<file path="config.mk">
export PLATFORM = sky130hd
export DESIGN_NAME = shunt_current_power_monitor
export DESIGN_NICKNAME = d
export VERILOG_FILES = /design/src/rtl/scpm_pkg.sv /design/src/rtl/shunt_current_power_monitor.sv /design/src/rtl/scpm_ctrl.sv /design/src/rtl/scpm_dp.sv
export SDC_FILE = /design/constraint.sdc
export NUM_CORES = 2
export LEC_CHECK = 0
export BUFFER_PORTS_ARGS = -buffer_cell sky130_fd_sc_hd__buf_2
export CAP_MARGIN = 20
export CORE_UTILIZATION = 57
export CTS_CLUSTER_SIZE = 25
export DETAILED_ROUTE_END_ITERATION = 8
export PLACE_DENSITY_LB_ADDON = 0.05
export SYNTH_ARGS = -nofsm -noshare
export SYNTH_HDL_FRONTEND = slang
export SYNTH_SLANG_ARGS = --single-unit
</file>
<file path="constraint.sdc">
create_clock -name i_clk -period 7.1 [get_ports i_clk]
set_input_delay 0.71 -clock i_clk [delete_from_list [all_inputs] [get_ports i_clk]]
set_output_delay 0.71 -clock i_clk [all_outputs]
set_load 0.005 [all_outputs]
</file>
<file path="src/rtl/scpm_pkg.sv">
// package: shared types and constants of the shunt current and power monitor
package scpm_pkg;

    typedef enum logic [1:0] {
        OP_WRITE  = 2'd0,
        OP_READ   = 2'd1,
        OP_SAMPLE = 2'd2,
        OP_NONE   = 2'd3
    } t_op;

    localparam logic [2:0] ADDR_CFG     = 3'd0;
    localparam logic [2:0] ADDR_SHUNT   = 3'd1;
    localparam logic [2:0] ADDR_BUS     = 3'd2;
    localparam logic [2:0] ADDR_POWER   = 3'd3;
    localparam logic [2:0] ADDR_CURRENT = 3'd4;
    localparam logic [2:0] ADDR_CAL     = 3'd5;

    localparam logic [14:0] CFG_RESET_VALUE = 15'h399F;
    localparam int unsigned CFG_RESET_BIT   = 15;
    localparam logic [15:0] CAL_MASK        = 16'hFFFE;

    // power = floor((x >> 3) * RECIP_M / 2**RECIP_SHIFT), exact for x >> 3 below 2**26
    localparam logic [26:0] RECIP_M     = 27'd109951163;
    localparam int unsigned RECIP_SHIFT = 36;

    typedef struct packed {
        logic accept;
        logic cur;
        logic mul2;
        logic recip;
        logic fin;
        logic load_out;
    } t_scpm_cmd;

endpackage

</file>
<file path="src/rtl/shunt_current_power_monitor.sv">
// top level: shunt current and power monitor register file
//
//   channel | valid       | stall       | payload
//   --------+-------------+-------------+------------------------------------------------
//   in      | i_in_valid  | o_in_stall  | i_op, i_reg_addr, i_write_data,
//           |             |             | i_shunt_sample, i_bus_sample
//   out     | o_out_valid | i_out_stall | o_read_data, o_read_valid
//
// one item at a time: a register access goes from accept straight to hand-off, a sample first
// passes the steps signed multiply, divide and saturate, magnitude multiply, reciprocal multiply, update
// each item then waits in a hand-off state until the output register is free
// reset is synchronous and active low; registers return to their power-on values
// a stalled output holds its item; the input stays stalled until the result is handed on
module shunt_current_power_monitor (
    input  logic               i_clk,
    input  logic               i_rst_n,
    input  logic               i_in_valid,
    output logic               o_in_stall,
    input  logic [1:0]         i_op,
    input  logic [2:0]         i_reg_addr,
    input  logic [15:0]        i_write_data,
    input  logic signed [15:0] i_shunt_sample,
    input  logic [12:0]        i_bus_sample,
    output logic               o_out_valid,
    input  logic               i_out_stall,
    output logic [15:0]        o_read_data,
    output logic               o_read_valid
);
    import scpm_pkg::*;

    t_scpm_cmd w_cmd;

    scpm_ctrl u_ctrl (
        .i_clk       (i_clk),
        .i_rst_n     (i_rst_n),
        .i_in_valid  (i_in_valid),
        .i_op        (i_op),
        .i_out_stall (i_out_stall),
        .o_in_stall  (o_in_stall),
        .o_out_valid (o_out_valid),
        .o_cmd       (w_cmd)
    );

    scpm_dp u_dp (
        .i_clk          (i_clk),
        .i_rst_n        (i_rst_n),
        .i_cmd          (w_cmd),
        .i_op           (i_op),
        .i_reg_addr     (i_reg_addr),
        .i_write_data   (i_write_data),
        .i_shunt_sample (i_shunt_sample),
        .i_bus_sample   (i_bus_sample),
        .o_read_data    (o_read_data),
        .o_read_valid   (o_read_valid)
    );

endmodule

</file>
<file path="src/rtl/scpm_ctrl.sv">
// controller: sequencing of register accesses, sample arithmetic and result hand-off
module scpm_ctrl (
    input  logic                i_clk,
    input  logic                i_rst_n,
    input  logic                i_in_valid,
    input  logic [1:0]          i_op,
    input  logic                i_out_stall,
    output logic                o_in_stall,
    output logic                o_out_valid,
    output scpm_pkg::t_scpm_cmd o_cmd
);
    import scpm_pkg::*;

    typedef enum logic [2:0] {
        S_IDLE,
        S_CUR,
        S_MUL2,
        S_RECIP,
        S_FIN,
        S_PUSH
    } t_state;

    t_state    r_state;
    t_state    n_state;
    logic      r_out_valid;
    t_scpm_cmd w_cmd;

    always_comb begin
        w_cmd   = '0;
        n_state = r_state;
        case (r_state)
            S_IDLE: begin
                if (i_in_valid) begin
                    w_cmd.accept = 1'b1;
                    n_state      = (t_op'(i_op) == OP_SAMPLE) ? S_CUR : S_PUSH;
                end
            end
            S_CUR: begin
                w_cmd.cur = 1'b1;
                n_state   = S_MUL2;
            end
            S_MUL2: begin
                w_cmd.mul2 = 1'b1;
                n_state    = S_RECIP;
            end
            S_RECIP: begin
                w_cmd.recip = 1'b1;
                n_state     = S_FIN;
            end
            S_FIN: begin
                w_cmd.fin = 1'b1;
                n_state   = S_PUSH;
            end
            S_PUSH: begin
                if (!r_out_valid || !i_out_stall) begin
                    w_cmd.load_out = 1'b1;
                    n_state        = S_IDLE;
                end
            end
            default: begin
                n_state = S_IDLE;
            end
        endcase
    end

    always_ff @(posedge i_clk) begin
        if (!i_rst_n) begin
            r_state     <= S_IDLE;
            r_out_valid <= 1'b0;
        end else begin
            r_state <= n_state;
            if (w_cmd.load_out) begin
                r_out_valid <= 1'b1;
            end else if (!i_out_stall) begin
                r_out_valid <= 1'b0;
            end
        end
    end

    assign o_in_stall  = (r_state != S_IDLE);
    assign o_out_valid = r_out_valid;
    assign o_cmd       = w_cmd;

endmodule

</file>
<file path="src/rtl/scpm_dp.sv">
// datapath: register file, current and power arithmetic, result registers
module scpm_dp (
    input  logic                i_clk,
    input  logic                i_rst_n,
    input  scpm_pkg::t_scpm_cmd i_cmd,
    input  logic [1:0]          i_op,
    input  logic [2:0]          i_reg_addr,
    input  logic [15:0]         i_write_data,
    input  logic signed [15:0]  i_shunt_sample,
    input  logic [12:0]         i_bus_sample,
    output logic [15:0]         o_read_data,
    output logic                o_read_valid
);
    import scpm_pkg::*;

    logic [14:0]        r_cfg;
    logic [15:0]        r_cal;
    logic [15:0]        r_shunt;
    logic [15:0]        r_bus;
    logic [15:0]        r_pwr;
    logic [15:0]        r_cur;

    logic [12:0]        r_bus_code;
    logic signed [32:0] r_prod1;
    logic [15:0]        r_cur_sat;
    logic [16:0]        r_mag;
    logic               r_ovf;
    logic [29:0]        r_prod2;
    logic [53:0]        r_prod3;

    logic [15:0]        r_res_data;
    logic               r_res_valid;
    logic [15:0]        r_read_data;
    logic               r_read_valid;

    logic [15:0]        w_rd;
    logic signed [32:0] w_biased;
    logic [20:0]        w_q;
    logic               w_pos_sat;
    logic               w_neg_sat;
    logic [15:0]        w_cur;
    logic [16:0]        w_mag;

    always_comb begin
        case (i_reg_addr)
            ADDR_CFG:     w_rd = {1'b0, r_cfg};
            ADDR_SHUNT:   w_rd = r_shunt;
            ADDR_BUS:     w_rd = r_bus;
            ADDR_POWER:   w_rd = r_pwr;
            ADDR_CURRENT: w_rd = r_cur;
            ADDR_CAL:     w_rd = r_cal;
            default:      w_rd = 16'd0;
        endcase
    end

    // divide by 4096 toward zero, then saturate to 16 bits
    assign w_biased  = r_prod1 + (r_prod1[32] ? 33'sd4095 : 33'sd0);
    assign w_q       = w_biased[32:12];
    assign w_pos_sat = !w_q[20] && (|w_q[19:15]);
    assign w_neg_sat = w_q[20] && !(&w_q[19:15]);

    always_comb begin
        if (w_pos_sat) begin
            w_cur = 16'h7FFF;
        end else if (w_neg_sat) begin
            w_cur = 16'h8000;
        end else begin
            w_cur = w_q[15:0];
        end
        if (w_cur[15]) begin
            w_mag = {1'b0, ~w_cur} + 17'd1;
        end else begin
            w_mag = {1'b0, w_cur};
        end
    end

    always_ff @(posedge i_clk) begin
        if (!i_rst_n) begin
            r_cfg   <= CFG_RESET_VALUE;
            r_cal   <= 16'd0;
            r_shunt <= 16'd0;
            r_bus   <= 16'd0;
            r_pwr   <= 16'd0;
            r_cur   <= 16'd0;
        end else begin
            if (i_cmd.accept) begin
                case (t_op'(i_op))
                    OP_WRITE: begin
                        if (i_reg_addr == ADDR_CFG) begin
                            if (i_write_data[CFG_RESET_BIT]) begin
                                r_cfg   <= CFG_RESET_VALUE;
                                r_cal   <= 16'd0;
                                r_shunt <= 16'd0;
                                r_bus   <= 16'd0;
                                r_pwr   <= 16'd0;
                                r_cur   <= 16'd0;
                            end else begin
                                r_cfg <= i_write_data[14:0];
                            end
                        end else if (i_reg_addr == ADDR_CAL) begin
                            r_cal <= i_write_data & CAL_MASK;
                        end
                    end
                    OP_READ: begin
                        if (i_reg_addr == ADDR_POWER) begin
                            r_bus[1] <= 1'b0;
                        end
                    end
                    OP_SAMPLE: begin
                        r_shunt <= i_shunt_sample;
                    end
                    default: begin
                    end
                endcase
            end
            if (i_cmd.fin) begin
                r_cur <= r_cur_sat;
                r_pwr <= r_prod3[RECIP_SHIFT+15:RECIP_SHIFT];
                r_bus <= {r_bus_code, 1'b0, 1'b1, r_ovf};
            end
        end
    end

    // arithmetic pipeline and result registers
    always_ff @(posedge i_clk) begin
        if (i_cmd.accept) begin
            r_bus_code  <= i_bus_sample;
            r_prod1     <= 33'(i_shunt_sample) * 33'($signed({1'b0, r_cal}));
            r_res_data  <= (t_op'(i_op) == OP_READ) ? w_rd : 16'd0;
            r_res_valid <= (t_op'(i_op) == OP_READ);
        end
        if (i_cmd.cur) begin
            r_cur_sat <= w_cur;
            r_mag     <= w_mag;
            r_ovf     <= w_pos_sat || w_neg_sat;
        end
        if (i_cmd.mul2) begin
            r_prod2 <= 30'(r_mag) * 30'(r_bus_code);
        end
        if (i_cmd.recip) begin
            r_prod3 <= 54'(r_prod2[29:3]) * 54'(RECIP_M);
        end
        if (i_cmd.load_out) begin
            r_read_data  <= r_res_data;
            r_read_valid <= r_res_valid;
        end
    end

    assign o_read_data  = r_read_data;
    assign o_read_valid = r_read_valid;

endmodule

</file>
Word level (Yosys, flattened, before mapping):

Index checks and enable logic that the tools add are counted.

* logic and storage cells: 112
* input port bits: 54
* output and inout bits: 19
* register bits after elaboration: 294

* bitwise operators: 1
* $add $sub $neg: 2
* multipliers: 3
* muxes and demuxes: 37
* equal/unequal tests: 21
* reduce and logical (&&, ||, !) cells: 27

Operators by type and width (number)
* $mux 16: 14
* $pmux 16 s6: 1
* $mul 27x27->52 const B: 1
* $add 33x33->33: 1
* $mul 16x17->33: 1
* $pmux 16 s2: 1
* $mul 17x13->30: 1
* $mux 15: 2
* $pmux 3 s6: 1
* $add 16x1->17 const B: 1
* $not 16->16: 1
* $mux 14: 1
* $eq 3x2->1 const B: 4
* $eq 3x3->1 const B: 4
* $mux 1: 12
* $mux 12: 1
* $reduce_and 4->1: 3
* $reduce_bool 2->1: 6
* $reduce_and 5->1: 2
* $mux 3: 3
* $eq 3x1->1 const B: 2
* $logic_not 3->1: 2
* $ne 2x1->1 const B: 3
* $ne 2x2->1 const B: 3
* 13 further kinds: 20

Longest topological paths before layout:

* word-level depth: 10
* gate-level depth with buffers: 24
* gate-level depth less buffers: 23

Modules after synthesis:

From an unflattened synthesis, not the netlist that was laid out.

* cell total of the unflattened synthesis: 3894
* area total of the unflattened synthesis: 38099.0 um2

Modules (own cells, without submodules)
* scpm_dp: times used 1, seq. area each 6516.2 um2, area each 37855.1 um2, cells an instance 3866
* scpm_ctrl: times used 1, seq. area each 80.1 um2, area each 244.0 um2, cells an instance 28

Least setup slack after synthesis:

OpenSTA, ideal clock, no wires.

* path kind: register to register
* start point: register u_dp.r_prod2[11]
* end point: register u_dp.r_prod3[51], data pin
* setup time: 0.264 ns
* period minus slack after synthesis: 6.313 ns
* data arrival time: 6.049 ns
* path buffers: 0
* slack: 0.787 ns
* stages on the path, launching flop included: 24
* required time: 6.836 ns
* cells stage by stage: edfxtp_1 ha_1 inv_1 fa_1 inv_1 fa_1 inv_1 fa_1 inv_1 fa_1 fa_1 inv_1 fa_1 inv_1 ha_1 a21oi_1 o21ai_0 a211oi_1 o211a_1 nor3_1 nor4_1 nor2_1 a211oi_1 xnor2_1

* word-level cells in the longest chain between the ends: 1

Ends and longest elaborated chain
* start: declaration: line scpm_dp.sv:28 `logic [29:0] r_prod2;`
* start signal: assignment: line scpm_dp.sv:138 `r_prod2 <= 30'(r_mag) * 30'(r_bus_code);`
* $mul 27x27->52: line scpm_dp.sv:141 `r_prod3 <= 54'(r_prod2[29:3]) * 54'(RECIP_M);`
* end signal: assignment: line scpm_dp.sv:141
* end: declaration: line scpm_dp.sv:29 `logic [53:0] r_prod3;`

No other way between the ends.
A chain may end at the register's enable or synchronous reset.

Final worst setup path:

* start point: register u_dp.r_prod2[16]
* end point: register u_dp.r_prod3[36], data pin

The elaborated chain is that of the path after synthesis.

==> summary.md <==
| Metric | Value |
|---|---|
| Status | finished with violations |
| Failing checks | design-rule violations |
| Largest net degree at the start of global routing | 98 |
| CTS H-tree depth | 1 |
| Metal-1 WL | 40870 um |
| Final GP Congestion | 0.9750 |
| Worst Hold Path Cells | 1 |
| Worst skew pair latency | 610 ps |
| Seq/Total Area, Yosys | 0.1730 |
| Crit path cell chain | buf_4, fa_1, ha_1, inv_1, fa_1, fa_1, fa_1, inv_1, fa_1, fa_1, ha_1, a21o_1, a21oi_1, o21ai_0, a21oi_2, o31ai_1, buf_4, a21oi_1, o211ai_1, a31oi_1, xnor2_1, buf_4 |
| Die ar. | 67920 um^2 |
| Final Hold Vio Count | 0 |
| FF-to-FF setup slack | 320 ps |
| Arrival time worst endpoint | 7130 ps |
| Worst Hold Launch | i_bus_sample[7] |
| DR iter-0 viols | 1627 |
| Slew @ Worst Pin | 970.1 ps |
| TritonRoute pass-1 iters | 9 |
| Routed wire length | 99110 um |
| Endpoint type of the worst setup path | flop |
| CP Launch Type | flop |
| Commonest non-fill, non-tap cell in the layout | inv_1 |
| Final setup viols | 0 |
| Die W | 260.6 um |
| Synth cell types | 83 |
| Syn nets | 5080 |
| Synth Register Bits | 252 |
| Final min period | 6782 ps |
| Worst path required time | 7440 ps |
| Cell family with most CP delay | adder cells |
| Met2 WL post-DR | 49540 um |
| CTS Root Cell | clkbuf_16 |
| Wire length on met3 | 4367 um |
| First-pass GRT wire length | 158200 um |
| Launching point of the worst reg2reg path | u_dp.r_prod2[16] |
| CTS tree | done |
| Final worst-path cycle share | 0.9552 |
| Port bufs | 72 |
| Initial antenna violation count | 9 |
| Post-Syn Area | 38120 um^2 |
| Initial core utilization | 0.5778 |
| Hold_buf cts | 0 |
| Hold crit path type | in2reg |
| Yosys warns | 0 |
| Slew Viols, Final | 0 |
| Max stage delay on crit path | 560 ps |
| Share of cells above drive strength 1 | 0.06509 |
| Clock buffer depth | 3 |
| Primary FF master, synth | edfxtp_1 |
| Clock Skew | 15.71 ps |
| Area Growth Syn to Fin | 6.994% |
| Hold endpoint | u_dp.r_bus_code[7] |
| TritonCTS buffer count | 31 |
| Relative slew slack | 0.3533 |
| Gr usage total | 0.3071 |
| Max layer used | met4 |
| CP Class | reg2reg |
| Worst-path maximum fanout | 6 |
| Worst r2r path cells | 22 |
| R2R Path End | u_dp.r_prod3[36] |
| Total of max-cap violations | 0 |
| Most used cell, CP | fa_1 |
| Floorplan row count | 94 |
| Fmax | 147.4 MHz |
| RSZ-0062 raised after global routing | false |
| DR vias/cell | 5.468 |
| Post-synth EDFFs | 155 |
| Crit path buffers/inverters | 5 |
| CTS clock-pin slew for the worst setup and hold paths | 60 ps |
| Area of the multi-input gates | 27480 um^2 |
| Final setup TNS | 0 ps |
| Synth async-reset ratio | 0 |
| CTS sink count | 252 |
| Average wire per standard cell | 20.43 um |
| Core area | 65980 um^2 |
| GRT Residual Overflow | 0 |
| Vias | 26530 |
| Syn Inst Count | 3898 |
| Post-route ant nets | 0 |
| IO Count | 73 |
| DIE HEIGHT | 260.6 um |
| Number of global-route vias before repair | 28508 |
| Final net count | 5136 |
| Syn avg cell area | 9.780 um^2 |
| Register area | 6596 um^2 |
| Fill cells | 5693 |
| Residual DRC | 8 |
| Most frequent cells in the layout | 950 x inv_1, 667 x fa_1, 461 x ha_1, 371 x nand2_1, 168 x and2_1 |
| Slowest CP cell | fa_1 |
| DP HPWL | 82510 um |
## worst reg2reg max path: stages (launching register included)
cell and delay (ps):
edfxtp_1 490, buf_4 230, fa_1 490, ha_1 310
inv_1 60, fa_1 460, fa_1 520, fa_1 560
inv_1 50, fa_1 500, fa_1 420, ha_1 440
a21o_1 190, a21oi_1 90, o21ai_0 500, a21oi_2 160
o31ai_1 120, buf_4 200, a21oi_1 80, o211ai_1 200
a31oi_1 130, xnor2_1 140, buf_4 160
## Yosys cell counts (all sizes together), types with 6 or more instances
| cell type | instances | area, um^2 |
|---|---|---|
| dfxtp | 97 | 1942 |
| a21oi | 104 | 524.3 |
| nand2 | 372 | 1399 |
| xor2 | 31 | 271.5 |
| o21a | 16 | 120.1 |
| inv | 952 | 3573 |
| a22oi | 78 | 585.6 |
| nand3 | 37 | 185.2 |
| nand4 | 15 | 93.84 |
| edfxtp | 155 | 4654 |
| o31ai | 6 | 45.04 |
| a31oi | 9 | 56.30 |
| ha | 461 | 5768 |
| o22a | 11 | 96.34 |
| and2 | 169 | 1060 |
| xnor2 | 63 | 551.8 |
| nand2b | 26 | 162.7 |
| clkbuf | 124 | 465.5 |
| nor3 | 29 | 150.1 |
| nand3b | 7 | 52.55 |
| a221oi | 8 | 70.07 |
| mux2i | 10 | 103.9 |
| fa | 667 | 13350 |
| buf | 11 | 52.55 |
| a211oi | 16 | 120.1 |
| or3 | 8 | 50.05 |
| o21ai | 74 | 374.1 |
| nor2 | 104 | 390.4 |
| nor2b | 70 | 437.9 |
| a21o | 29 | 217.7 |
| and3 | 16 | 100.1 |
| a21boi | 24 | 180.2 |
| mux2 | 20 | 225.2 |
## through the flow
step | hold slack (ps) | instances | utilization | worst slack (ps) | cell area (um^2)
detailed placement | 405.6 | 4781 | 0.6017 | 273.3 | 39700
CTS | 244.9 | 4839 | 0.6172 | 214.5 | 40730
finish | 279.3 | 4852 | 0.6182 | 317.7 | 40790
global placement | 404.9 | 4781 | 0.6017 | 197.7 | 39700
floorplan | 400.3 | 3898 | - | 787.2 | 38120
global route | 258.2 | 4851 | 0.6182 | 41.62 | 40790
## cells by family after synthesis
logic type | after synthesis | synth area share
fa+ha+maj | 1128 | 0.5015
buf+inv | 1087 | 0.1073
simple gates | 876 | 0.1119
compound gates | 429 | 0.07532
flops | 252 | 0.1730
xor+xnor | 94 | 0.02160
mux | 31 | 0.009222
other cells | 1 | 0.00009836
## worst max path at each step
stage	slack, ps	cells past startpoint	from	to
2_1_floorplan	790	23	u_dp.r_prod2[11]	u_dp.r_prod3[51]
6_report	320	22	u_dp.r_prod2[16]	u_dp.r_prod3[36]
5_1_grt	40	21	u_dp.r_prod2[17]	u_dp.r_prod3[48]
3_5_place_dp	270	22	u_dp.r_prod2[16]	u_dp.r_prod3[36]
4_1_cts	210	22	u_dp.r_prod2[16]	u_dp.r_prod3[36]
3_3_place_gp	200	22	u_dp.r_prod2[16]	u_dp.r_prod3[36]
## repair_timing
action | CTS | global route
buffers inserted | 0 | 3
gates resized for setup | 0 | 1
setup endpoints to repair | 0 | 1
endpoints found under the hold margin | 0 | 0
## layer usage
metal | track usage | vias up
met5 | 0 | -
met4 | 0.1212 | 0
met3 | 0.02525 | 193
met2 | 0.5386 | 688
met1 | 0.3940 | 13384
li1 | - | 12265
## layout make-up
| class | instances | area share |
|---|---|---|
| antenna | 9 | 0.0005521 |
| clock buffer | 34 | 0.01929 |
| clock inverter | 24 | 0.005859 |
| inverter | 952 | 0.08760 |
| multi-input combinational | 2559 | 0.6736 |
| sequential | 252 | 0.1617 |
| tap | 864 | 0.02650 |
| timing repair buffer | 158 | 0.02485 |
## flip-flops by register name, indices dropped and copies added (netlist names)
name	flops
u_dp.r_ovf	1
u_dp.o_read_data	16
u_dp.r_bus_code	13
u_ctrl.r_state	3
u_dp.r_cal	15
u_dp.r_shunt	16
u_dp.r_cur_sat	15
u_dp.r_res_valid	1
u_dp.r_mag	17
u_dp.r_res_data	16
u_ctrl.o_out_valid	1
u_dp.r_pwr	16
u_dp.r_cur	16
u_dp.r_bus	15
u_dp.r_prod1	32
u_dp.r_prod2	27
u_dp.o_read_valid	1
u_dp.r_prod3	16
u_dp.r_cfg	15
Power is not shown: default switching activity piles up to over one toggle a cycle in this logic, so the estimate is an artifact.
